==> config.mk <==
export PLATFORM = sky130hd
export DESIGN_NAME = counting_semaphore_fifo_wait_core
export DESIGN_NICKNAME = d
export VERILOG_FILES = /design/src/csfw_pkg.sv /design/src/csfw_front.sv /design/src/csfw_result_q.sv /design/src/csfw_back.sv /design/src/counting_semaphore_fifo_wait_core.sv
export VERILOG_INCLUDE_DIRS = /design/src /design/src/src
export SDC_FILE = /design/constraint.sdc
export NUM_CORES = 1
export LEC_CHECK = 0
export BUFFER_PORTS_ARGS = -buffer_cell sky130_fd_sc_hd__buf_4
export CORE_ASPECT_RATIO = 2
export CORE_MARGIN = 5
export CORE_UTILIZATION = 56
export DETAILED_ROUTE_END_ITERATION = 10
export PLACE_DENSITY = 0.76
export SETUP_SLACK_MARGIN = 0.05
export SLEW_MARGIN = 20
export SYNTH_ARGS = -nofsm -noshare
export SYNTH_HDL_FRONTEND = slang
export SYNTH_SLANG_ARGS = --single-unit
==> constraint.sdc <==
create_clock -name i_clk -period 4.8 [get_ports i_clk]
set_input_delay 0.96 -clock i_clk [delete_from_list [all_inputs] [get_ports i_clk]]
set_output_delay 0.96 -clock i_clk [all_outputs]
set_load 0.005 [all_outputs]
==> src/counting_semaphore_fifo_wait_core_defines.svh <==
// assertion macros shared by the semaphore core
`ifndef COUNTING_SEMAPHORE_FIFO_WAIT_CORE_DEFINES_SVH
`define COUNTING_SEMAPHORE_FIFO_WAIT_CORE_DEFINES_SVH

// same-cycle implication, checked out of reset
`define CSFW_ASSERT_IMPLY(label, clk, rst_n, ante, cons, msg) \
    label: assert property (@(posedge clk) disable iff (!(rst_n)) (ante) |-> (cons)) \
        else $error(msg);

// next-cycle implication, checked out of reset
`define CSFW_ASSERT_NEXT(label, clk, rst_n, ante, cons, msg) \
    label: assert property (@(posedge clk) disable iff (!(rst_n)) (ante) |=> (cons)) \
        else $error(msg);

`endif

==> src/csfw_pkg.sv <==
// types and constants of the counting semaphore core
package csfw_pkg;

    localparam int unsigned THREAD_W  = 8;
    localparam int unsigned PERMIT_W  = 16;
    localparam int unsigned REQ_W     = 2;
    localparam int unsigned CFG_IDX_W = 1;

    localparam int unsigned QUEUE_DEPTH = 2;
    localparam int unsigned QPTR_W      = 1;
    localparam int unsigned QCNT_W      = 2;

    localparam logic [REQ_W-1:0] REQ_ACQUIRE  = 2'd0;
    localparam logic [REQ_W-1:0] REQ_RELEASE  = 2'd1;
    localparam logic [REQ_W-1:0] REQ_WAKE     = 2'd2;
    localparam logic [REQ_W-1:0] REQ_RESERVED = 2'd3;

    localparam logic [CFG_IDX_W-1:0] CFG_FAIR_MODE     = 1'b0;
    localparam logic [CFG_IDX_W-1:0] CFG_INIT_PERMITS  = 1'b1;

    localparam logic [PERMIT_W-1:0] INIT_PERMITS_RESET = 16'd1;
    localparam logic [PERMIT_W-1:0] COUNT_MAX          = 16'hFFFF;

    typedef enum logic [2:0] {
        ST_GRANTED  = 3'd0,
        ST_QUEUED   = 3'd1,
        ST_WAITING  = 3'd2,
        ST_WOKEN    = 3'd3,
        ST_RELEASED = 3'd4,
        ST_NOT_HEAD = 3'd5,
        ST_FULL     = 3'd6
    } t_status;

    typedef enum logic [1:0] {
        OP_ACQUIRE,
        OP_RELEASE,
        OP_WAKE,
        OP_NONE
    } t_op;

    typedef enum logic [1:0] {
        BK_IDLE,
        BK_READ,
        BK_EXEC
    } t_back_state;

    typedef struct packed {
        logic [REQ_W-1:0]    req_type;
        logic [THREAD_W-1:0] thread_id;
        logic [PERMIT_W-1:0] permit_amount;
    } t_req;

    typedef struct packed {
        t_status             status;
        logic [PERMIT_W-1:0] permits_left;
    } t_res;

    typedef struct packed {
        t_op                 op;
        logic [THREAD_W-1:0] thread_id;
        logic [PERMIT_W-1:0] permit_amount;
    } t_cmd;

    typedef struct packed {
        logic [THREAD_W-1:0] thread_id;
        logic [PERMIT_W-1:0] permits;
    } t_wait_entry;

endpackage

==> src/csfw_front.sv <==
// front end: accepts requests, decodes them and queues commands for the back end
module csfw_front
    import csfw_pkg::*;
(
    input  logic i_clk,
    input  logic i_rst_n,
    input  logic i_push,
    input  t_req i_req,
    output logic o_full,
    output logic o_cmd_valid,
    output t_cmd o_cmd,
    input  logic i_cmd_pop
);

    t_cmd              r_q [QUEUE_DEPTH];
    logic [QPTR_W-1:0] r_wr;
    logic [QPTR_W-1:0] r_rd;
    logic [QCNT_W-1:0] r_cnt;
    logic [QCNT_W-1:0] n_cnt;
    t_cmd              w_dec;
    logic              w_wr_en;
    logic              w_rd_en;

    always_comb begin
        w_dec.thread_id     = i_req.thread_id;
        w_dec.permit_amount = i_req.permit_amount;
        unique case (i_req.req_type)
            REQ_ACQUIRE:  w_dec.op = OP_ACQUIRE;
            REQ_RELEASE:  w_dec.op = OP_RELEASE;
            REQ_WAKE:     w_dec.op = OP_WAKE;
            REQ_RESERVED: w_dec.op = OP_NONE;
            default:      w_dec.op = OP_NONE;
        endcase
    end

    assign o_full      = (r_cnt == QCNT_W'(QUEUE_DEPTH));
    assign o_cmd_valid = (r_cnt != '0);
    assign o_cmd       = r_q[r_rd];
    assign w_wr_en     = i_push && !o_full;
    assign w_rd_en     = i_cmd_pop && o_cmd_valid;

    always_comb begin
        n_cnt = r_cnt;
        if (w_wr_en && !w_rd_en) begin
            n_cnt = r_cnt + QCNT_W'(1);
        end else if (w_rd_en && !w_wr_en) begin
            n_cnt = r_cnt - QCNT_W'(1);
        end
    end

    always_ff @(posedge i_clk) begin
        if (!i_rst_n) begin
            r_wr  <= '0;
            r_rd  <= '0;
            r_cnt <= '0;
        end else begin
            r_cnt <= n_cnt;
            if (w_wr_en) begin
                r_wr <= r_wr + QPTR_W'(1);
            end
            if (w_rd_en) begin
                r_rd <= r_rd + QPTR_W'(1);
            end
        end
    end

    always_ff @(posedge i_clk) begin
        if (w_wr_en) begin
            r_q[r_wr] <= w_dec;
        end
    end

endmodule

==> src/csfw_result_q.sv <==
// result queue: holds finished results until the receiver pops them
module csfw_result_q
    import csfw_pkg::*;
(
    input  logic i_clk,
    input  logic i_rst_n,
    input  logic i_push,
    input  t_res i_res,
    output logic o_full,
    output logic o_empty,
    output t_res o_res,
    input  logic i_pop
);

    t_res              r_q [QUEUE_DEPTH];
    logic [QPTR_W-1:0] r_wr;
    logic [QPTR_W-1:0] r_rd;
    logic [QCNT_W-1:0] r_cnt;
    logic [QCNT_W-1:0] n_cnt;
    logic              w_wr_en;
    logic              w_rd_en;

    assign o_full  = (r_cnt == QCNT_W'(QUEUE_DEPTH));
    assign o_empty = (r_cnt == '0);
    assign o_res   = r_q[r_rd];
    assign w_wr_en = i_push && !o_full;
    assign w_rd_en = i_pop && !o_empty;

    always_comb begin
        n_cnt = r_cnt;
        if (w_wr_en && !w_rd_en) begin
            n_cnt = r_cnt + QCNT_W'(1);
        end else if (w_rd_en && !w_wr_en) begin
            n_cnt = r_cnt - QCNT_W'(1);
        end
    end

    always_ff @(posedge i_clk) begin
        if (!i_rst_n) begin
            r_wr  <= '0;
            r_rd  <= '0;
            r_cnt <= '0;
        end else begin
            r_cnt <= n_cnt;
            if (w_wr_en) begin
                r_wr <= r_wr + QPTR_W'(1);
            end
            if (w_rd_en) begin
                r_rd <= r_rd + QPTR_W'(1);
            end
        end
    end

    always_ff @(posedge i_clk) begin
        if (w_wr_en) begin
            r_q[r_wr] <= i_res;
        end
    end

endmodule

==> src/csfw_back.sv <==
// back end: permit counter, wait and holder queues, request execution
module csfw_back
    import csfw_pkg::*;
#(
    parameter int unsigned WAIT_DEPTH   = 16,
    parameter int unsigned HOLDER_DEPTH = 16
) (
    input  logic                 i_clk,
    input  logic                 i_rst_n,
    input  logic                 i_cfg_we,
    input  logic [CFG_IDX_W-1:0] i_cfg_addr,
    input  logic [PERMIT_W-1:0]  i_cfg_wdata,
    input  logic                 i_cmd_valid,
    input  t_cmd                 i_cmd,
    output logic                 o_cmd_pop,
    input  logic                 i_res_full,
    output logic                 o_res_push,
    output t_res                 o_res
);

    localparam int unsigned WIW = $clog2(WAIT_DEPTH);
    localparam int unsigned WFW = $clog2(WAIT_DEPTH + 1);
    localparam int unsigned HIW = $clog2(HOLDER_DEPTH);
    localparam int unsigned HFW = $clog2(HOLDER_DEPTH + 1);

    t_back_state r_state;
    t_back_state n_state;

    t_cmd                r_cmd;
    logic                r_fair;
    logic [PERMIT_W-1:0] r_count;
    logic [PERMIT_W-1:0] n_count;

    t_wait_entry         r_wait_mem [WAIT_DEPTH];
    t_wait_entry         r_wait_rd;
    logic [WIW-1:0]      r_wait_head;
    logic [WIW-1:0]      r_wait_tail;
    logic [WFW-1:0]      r_wait_fill;

    logic [THREAD_W-1:0] r_hold_mem [HOLDER_DEPTH];
    logic [THREAD_W-1:0] r_hold_rd;
    logic [HIW-1:0]      r_hold_head;
    logic [HIW-1:0]      r_hold_tail;
    logic [HFW-1:0]      r_hold_fill;

    logic              w_exec;
    logic              w_wait_push;
    logic              w_wait_pop;
    logic              w_hold_push;
    logic              w_hold_pop;
    logic              w_wait_empty;
    logic              w_wait_full;
    logic              w_hold_empty;
    logic              w_hold_full;
    logic [PERMIT_W:0] w_sum;
    t_status           w_status;

    assign w_wait_empty = (r_wait_fill == '0);
    assign w_wait_full  = (r_wait_fill == WFW'(WAIT_DEPTH));
    assign w_hold_empty = (r_hold_fill == '0);
    assign w_hold_full  = (r_hold_fill == HFW'(HOLDER_DEPTH));
    assign w_sum        = {1'b0, r_count} + {1'b0, r_cmd.permit_amount};

    // sequencer: fetch a command, read queue heads, then execute
    always_comb begin
        n_state = r_state;
        unique case (r_state)
            BK_IDLE: begin
                if (i_cmd_valid) n_state = BK_READ;
            end
            BK_READ: begin
                n_state = BK_EXEC;
            end
            BK_EXEC: begin
                if (!i_res_full) n_state = i_cmd_valid ? BK_READ : BK_IDLE;
            end
            default: n_state = BK_IDLE;
        endcase
    end

    always_comb begin
        o_cmd_pop = 1'b0;
        w_exec    = 1'b0;
        unique case (r_state)
            BK_IDLE: begin
                o_cmd_pop = i_cmd_valid;
            end
            BK_READ: begin
                o_cmd_pop = 1'b0;
            end
            BK_EXEC: begin
                w_exec    = !i_res_full;
                o_cmd_pop = !i_res_full && i_cmd_valid;
            end
            default: begin
                o_cmd_pop = 1'b0;
            end
        endcase
    end

    // request decision on the registered queue heads
    always_comb begin
        w_status    = ST_WAITING;
        n_count     = r_count;
        w_wait_push = 1'b0;
        w_wait_pop  = 1'b0;
        w_hold_push = 1'b0;
        w_hold_pop  = 1'b0;
        unique case (r_cmd.op)
            OP_ACQUIRE: begin
                if (r_count >= r_cmd.permit_amount && w_wait_empty) begin
                    if (r_fair && w_hold_full) begin
                        w_status = ST_FULL;
                    end else begin
                        w_hold_push = r_fair;
                        n_count     = r_count - r_cmd.permit_amount;
                        w_status    = ST_GRANTED;
                    end
                end else if (w_wait_full) begin
                    w_status = ST_FULL;
                end else begin
                    w_wait_push = 1'b1;
                    w_status    = ST_QUEUED;
                end
            end
            OP_RELEASE: begin
                if (r_fair && (w_hold_empty || r_hold_rd != r_cmd.thread_id)) begin
                    w_status = ST_NOT_HEAD;
                end else begin
                    w_hold_pop = r_fair;
                    n_count    = w_sum[PERMIT_W] ? COUNT_MAX : w_sum[PERMIT_W-1:0];
                    w_status   = ST_RELEASED;
                end
            end
            OP_WAKE: begin
                if (w_wait_empty || r_wait_rd.thread_id != r_cmd.thread_id
                        || r_count < r_wait_rd.permits) begin
                    w_status = ST_WAITING;
                end else if (r_fair && w_hold_full) begin
                    w_status = ST_FULL;
                end else begin
                    w_hold_push = r_fair;
                    w_wait_pop  = 1'b1;
                    n_count     = r_count - r_wait_rd.permits;
                    w_status    = ST_WOKEN;
                end
            end
            OP_NONE: begin
                w_status = ST_WAITING;
            end
            default: begin
                w_status = ST_WAITING;
            end
        endcase
    end

    assign o_res_push        = w_exec;
    assign o_res.status      = w_status;
    assign o_res.permits_left = n_count;

    always_ff @(posedge i_clk) begin
        if (!i_rst_n) begin
            r_state <= BK_IDLE;
        end else begin
            r_state <= n_state;
        end
    end

    always_ff @(posedge i_clk) begin
        if (o_cmd_pop) begin
            r_cmd <= i_cmd;
        end
    end

    // the user must make config writes only while no transaction is in flight; the block itself does not enforce this
    always_ff @(posedge i_clk) begin
        if (!i_rst_n) begin
            r_fair  <= 1'b0;
            r_count <= INIT_PERMITS_RESET;
        end else if (i_cfg_we) begin
            if (i_cfg_addr == CFG_FAIR_MODE) begin
                r_fair <= i_cfg_wdata[0];
            end else begin
                r_count <= i_cfg_wdata;
            end
        end else if (w_exec) begin
            r_count <= n_count;
        end
    end

    always_ff @(posedge i_clk) begin
        if (!i_rst_n) begin
            r_wait_head <= '0;
            r_wait_tail <= '0;
            r_wait_fill <= '0;
            r_hold_head <= '0;
            r_hold_tail <= '0;
            r_hold_fill <= '0;
        end else if (w_exec) begin
            if (w_wait_push) begin
                r_wait_tail <= (r_wait_tail == WIW'(WAIT_DEPTH - 1)) ? '0
                                                                     : r_wait_tail + WIW'(1);
                r_wait_fill <= r_wait_fill + WFW'(1);
            end else if (w_wait_pop) begin
                r_wait_head <= (r_wait_head == WIW'(WAIT_DEPTH - 1)) ? '0
                                                                     : r_wait_head + WIW'(1);
                r_wait_fill <= r_wait_fill - WFW'(1);
            end
            if (w_hold_push) begin
                r_hold_tail <= (r_hold_tail == HIW'(HOLDER_DEPTH - 1)) ? '0
                                                                       : r_hold_tail + HIW'(1);
                r_hold_fill <= r_hold_fill + HFW'(1);
            end else if (w_hold_pop) begin
                r_hold_head <= (r_hold_head == HIW'(HOLDER_DEPTH - 1)) ? '0
                                                                       : r_hold_head + HIW'(1);
                r_hold_fill <= r_hold_fill - HFW'(1);
            end
        end
    end

    // head reads are registered; the read stage sees all earlier writes
    always_ff @(posedge i_clk) begin
        if (w_exec && w_wait_push) begin
            r_wait_mem[r_wait_tail] <= '{thread_id: r_cmd.thread_id,
                                         permits: r_cmd.permit_amount};
        end
        r_wait_rd <= r_wait_mem[r_wait_head];
    end

    always_ff @(posedge i_clk) begin
        if (w_exec && w_hold_push) begin
            r_hold_mem[r_hold_tail] <= r_cmd.thread_id;
        end
        r_hold_rd <= r_hold_mem[r_hold_head];
    end

endmodule

==> src/counting_semaphore_fifo_wait_core.sv <==
// Counting semaphore with a FIFO wait queue and an optional holder queue.
// Requests (acquire, release, wake poll) enter through a queue port: a
// transaction is taken when push is high and full is low. Each request gives
// exactly one result (status and permits left), read from a queue port: the
// oldest result is shown while empty is low and leaves when pop is high.
// Configuration is a plain write port (fair mode, initial permits); writing
// the initial permits reloads the counter. Write only while the block idles.
// A request goes through a two-entry command queue, then the back end reads
// the wait and holder queue heads out of memory in its read state and
// decides and updates in its execute state. The head read of the queue
// memories is registered, so each request passes the read state; the next
// request is taken from the command queue while the current one executes.
// When the receiver stops popping, the two-entry result queue fills, the
// back end holds its current request, and the command queue then fills and
// raises full. Synchronous reset empties all queues, clears fair mode and
// sets the permit count to one.
`include "counting_semaphore_fifo_wait_core_defines.svh"

module counting_semaphore_fifo_wait_core
    import csfw_pkg::*;
#(
    parameter int unsigned WAIT_DEPTH   = 16,
    parameter int unsigned HOLDER_DEPTH = 16
) (
    input  logic                 i_clk,
    input  logic                 i_rst_n,
    input  logic                 push,
    input  t_req                 i_req,
    output logic                 full,
    output logic                 empty,
    output t_res                 o_res,
    input  logic                 pop,
    input  logic                 i_cfg_we,
    input  logic [CFG_IDX_W-1:0] i_cfg_addr,
    input  logic [PERMIT_W-1:0]  i_cfg_wdata
);

    logic w_cmd_valid;
    logic w_cmd_pop;
    t_cmd w_cmd;
    logic w_res_full;
    logic w_res_push;
    t_res w_res;

    csfw_front u_front (
        .i_clk       (i_clk),
        .i_rst_n     (i_rst_n),
        .i_push      (push),
        .i_req       (i_req),
        .o_full      (full),
        .o_cmd_valid (w_cmd_valid),
        .o_cmd       (w_cmd),
        .i_cmd_pop   (w_cmd_pop)
    );

    csfw_back #(
        .WAIT_DEPTH   (WAIT_DEPTH),
        .HOLDER_DEPTH (HOLDER_DEPTH)
    ) u_back (
        .i_clk       (i_clk),
        .i_rst_n     (i_rst_n),
        .i_cfg_we    (i_cfg_we),
        .i_cfg_addr  (i_cfg_addr),
        .i_cfg_wdata (i_cfg_wdata),
        .i_cmd_valid (w_cmd_valid),
        .i_cmd       (w_cmd),
        .o_cmd_pop   (w_cmd_pop),
        .i_res_full  (w_res_full),
        .o_res_push  (w_res_push),
        .o_res       (w_res)
    );

    csfw_result_q u_result_q (
        .i_clk   (i_clk),
        .i_rst_n (i_rst_n),
        .i_push  (w_res_push),
        .i_res   (w_res),
        .o_full  (w_res_full),
        .o_empty (empty),
        .o_res   (o_res),
        .i_pop   (pop)
    );

    `CSFW_ASSERT_IMPLY(a_cmd_pop_valid, i_clk, i_rst_n, w_cmd_pop, w_cmd_valid, "command popped from empty queue")
    `CSFW_ASSERT_IMPLY(a_res_push_room, i_clk, i_rst_n, w_res_push, !w_res_full, "result pushed into full queue")
    `CSFW_ASSERT_NEXT(a_res_visible, i_clk, i_rst_n, w_res_push, !empty, "pushed result not visible")
    `CSFW_ASSERT_NEXT(a_fetch_no_result, i_clk, i_rst_n, w_cmd_pop, !w_res_push, "result in head read cycle")

endmodule

==> out/metrics.cfg <==
[critical_path]
cp.arrival_ns=4.92
reg2reg_from=u_back.r_count[12]
cp_top_family=compound AO/OA/AOI/OAI gates
reg2reg_setup_slack_ns=0.43
critPathLaunchType=register
critical_path_buf_inv_count=0
critPathMaxStageDelay_ns=0.66
critPathSlowestCell=a221oi_1
critPathKind=register to register
timing.critical_path.mode_cell=a21oi_1
end_kind=register
cp_max_fo=12
r2r_end=u_back.r_wait_fill[4]
required_ns=5.35
worstRegToRegCells=12
path_cells=ha_1, a41oi_1, o21ai_0, a221oi_1, a21oi_1, or3_1, fa_1, a21o_1, a21oi_1, xor2_1, or3_1, a21oi_1

[sta]
tightest_slew_ns=1.06
rsz0062_at_grt=no
fmax_mhz=229
slew_headroom=0.290
drv_slew=0
period_share=0.910
clock_skew_ns=0.0368
setup_viol=0
fin_ws_ns=0.431
finalSetupTns_ns=0
fin_crit_ns=4.37
finalHoldViolCount=0

[finish]
syn_to_final_growth_pct=12.9
drive_gt1_frac=0.242
final_cell_mix=628 x edfxtp_1, 160 x mux4_2, 132 x buf_4
num-fill-cells=3681
layout.nets=2052
stdcell_count=2650
register_area_um2=20600
layout_commonest_cell=edfxtp_1
design_area_um2=34100
multiInputGateArea_um2=9180
n_antenna_cell=0

[drt]
route.detailed.drc=0
vias=16800
avgRoutedWirePerCell_um=28.3
ant_nets=0
firstDrtPassIters=6
wirelength_mm=74.9
drt_iter0_drc=1475
avgViaCountPerCell=6.35

[power]
ir_drop_uv=358
power.density_nw_per_um2=488
leakage_nw=11.3

[placed_design]
io_buffers=68
gp_congestion=0.950
place_area_um2=32100
dp_hpwl_mm=51.4
place_ws_ns=0.495
placedCellCount=2544

[global_route]
gr-total-overflow=0
grt_antenna_before_repair=0
grt_pass1_vias=17700
grt_start_max_net_pins=53
grt_pass1_wl_mm=111
grt_usage=0.254

[clock_network]
clock_latency_ns=0.62
cts_inserted_buffers=58
hold_buffers=0
clkSinkCount=714
post_cts_buffers=0
ctsHtreeMaxLevel=2
root_buffer=clkbuf_16
cts_tree=yes
postCtsResizedCells=0
cts_buffer_depth=3
clkSlewWorstSetupHoldPaths_ns=0.07

[flow_run]
maxCapViolCount=0

[status]
status=completed

[synth]
avgSynthCellArea_um2=16.7
syn_area_um2=30200
synth_cell_type_count=68
synth_edf_count=628
synth-compound-area-share=0.0591
synth_warnings=0
muxShareOfSynthArea=0.141
synthXorXnorAreaFrac=0.0217
yosys.area_share.simple=0.0480
synthArstFlopShare=0
syn_inst=1815
synth_top_family_by_area=multiplexers
synth_top_flop_cell=edfxtp_1
syn_nets=1934
synth_fa_ha_area_frac=0.0306
synth_seq_area_share=0.681
synth_seq_cells=714

[min_path]
min_to=u_back.r_wait_fill[3]
hold_path_startpoint=u_back.r_wait_fill[3]
hold-path-cell-count=2
hold_class=register to register

[die]
ios=69
start_util=0.564
num_rows=120
fp.dieW_um=174
core_area_um2=53600
die-area_um2=59000
die_h_um=339

per-layer routing:
metal  vias up  track usage  part of all wire
met2       703        0.484              0.56
met1      8523        0.271              0.33
met5         -            0                 0
met3       224       0.0280             0.051
li1       7380            -                 -
met4         0        0.134             0.062
metrics by stage:
stage          hold WS (ns)  total power (W)   util
2_1_floorplan         0.449           0.0102      -
3_3_place_gp          0.473           0.0116  0.599
3_5_place_dp          0.486           0.0118  0.599
4_1_cts               0.503           0.0167  0.637
5_1_grt               0.516           0.0173  0.637
6_report              0.496           0.0166  0.637
report_power, final:
group	total (W)	internal, W	switching (W)	leakage (nW)
Combinational	0.00359	0.00120	0.00238	3.92
Sequential	0.00807	0.00777	0.000301	6.39
Clock	0.00498	0.00283	0.00216	0.975
Total	0.0166	0.0118	0.00484	11.3
registers in the layout, summed over array words and instances, names as in the netlist, 4 cells and up, named ones only:
register / flops
u_back.r_hold_fill: 5
u_back.r_wait_fill: 5
u_back.r_hold_rd: 8
u_back.r_wait_rd: 24
u_back.r_wait_mem: 384
u_back.r_hold_mem: 128
u_result_q.r_q: 38
u_back.r_count: 16
u_back.r_wait_head: 4
u_front.r_q: 52
u_back.r_hold_head: 4
u_back.r_hold_tail: 4
u_back.r_cmd: 26
u_back.r_wait_tail: 4
worst register-to-register path, cell delays in order, from the launching register on:
cell	delay [ns]
dfxtp_1	0.53
ha_1	0.45
a41oi_1	0.27
o21ai_0	0.15
a221oi_1	0.66
a21oi_1	0.32
or3_1	0.52
fa_1	0.43
a21o_1	0.18
a21oi_1	0.21
xor2_1	0.12
or3_1	0.32
a21oi_1	0.14
cell families (layout without fill, tap and decap cells):
group           Yosys count  after routing
simple gates            313            313
fa+ha+maj                71             71
buf+inv                 152            316
compound gates          270            270
flops                   714            714
xor+xnor                 75             75
mux                     220            220
synthesized netlist by cell type, drive strengths merged, types with 7 or more instances:
master / instances / area share
a31oi: 19 / 0.0039
nand3: 18 / 0.0030
xor2: 27 / 0.0078
mux2i: 15 / 0.0050
and2: 8 / 0.0017
nand2: 76 / 0.0094
o21a: 8 / 0.0020
nor3: 31 / 0.0051
nand2b: 15 / 0.0031
o211ai: 10 / 0.0025
a211oi: 16 / 0.0044
buf: 25 / 0.0035
o21bai: 7 / 0.0017
o221ai: 8 / 0.0023
xnor2: 48 / 0.014
nor2b: 7 / 0.0014
mux2: 45 / 0.017
ha: 66 / 0.027
nor4: 8 / 0.0017
a21o: 8 / 0.0020
dfxtp: 86 / 0.057
inv: 62 / 0.0077
nand4: 11 / 0.0023
clkbuf: 64 / 0.0079
a21oi: 77 / 0.013
o21ai: 55 / 0.0091
nor2: 115 / 0.015
or3: 11 / 0.0023
mux4: 160 / 0.12
edfxtp: 628 / 0.62
worst max path at each step:
| stage | from | endpoint | slack [ns] | depth (start not counted) |
|---|---|---|---|---|
| after floorplan | u_back.r_cmd[9] | u_back.r_wait_mem[15][0] | 0.63 | 12 |
| after global placement | u_back.r_count[12] | u_back.r_wait_fill[4] | 0.57 | 12 |
| after detailed placement | u_back.r_cmd[0] | u_back.r_count[7] | 0.49 | 13 |
| after CTS | u_back.r_count[0] | u_back.r_hold_mem[11][2] | 0.48 | 12 |
| after global routing | u_back.r_count[0] | u_back.r_hold_mem[11][3] | 0.25 | 12 |
| final | u_back.r_count[12] | u_back.r_wait_fill[4] | 0.43 | 12 |
cell type report:
type / count / area share
Sequential cell: 714 / 0.603
Multi-Input combinational cell: 949 / 0.269
Clock buffer: 69 / 0.0449
Timing Repair Buffer: 147 / 0.0378
Tap cell: 671 / 0.0246
Clock inverter: 37 / 0.0135
Inverter: 63 / 0.00693
Note: power is estimated with default switching activity, not from simulation.
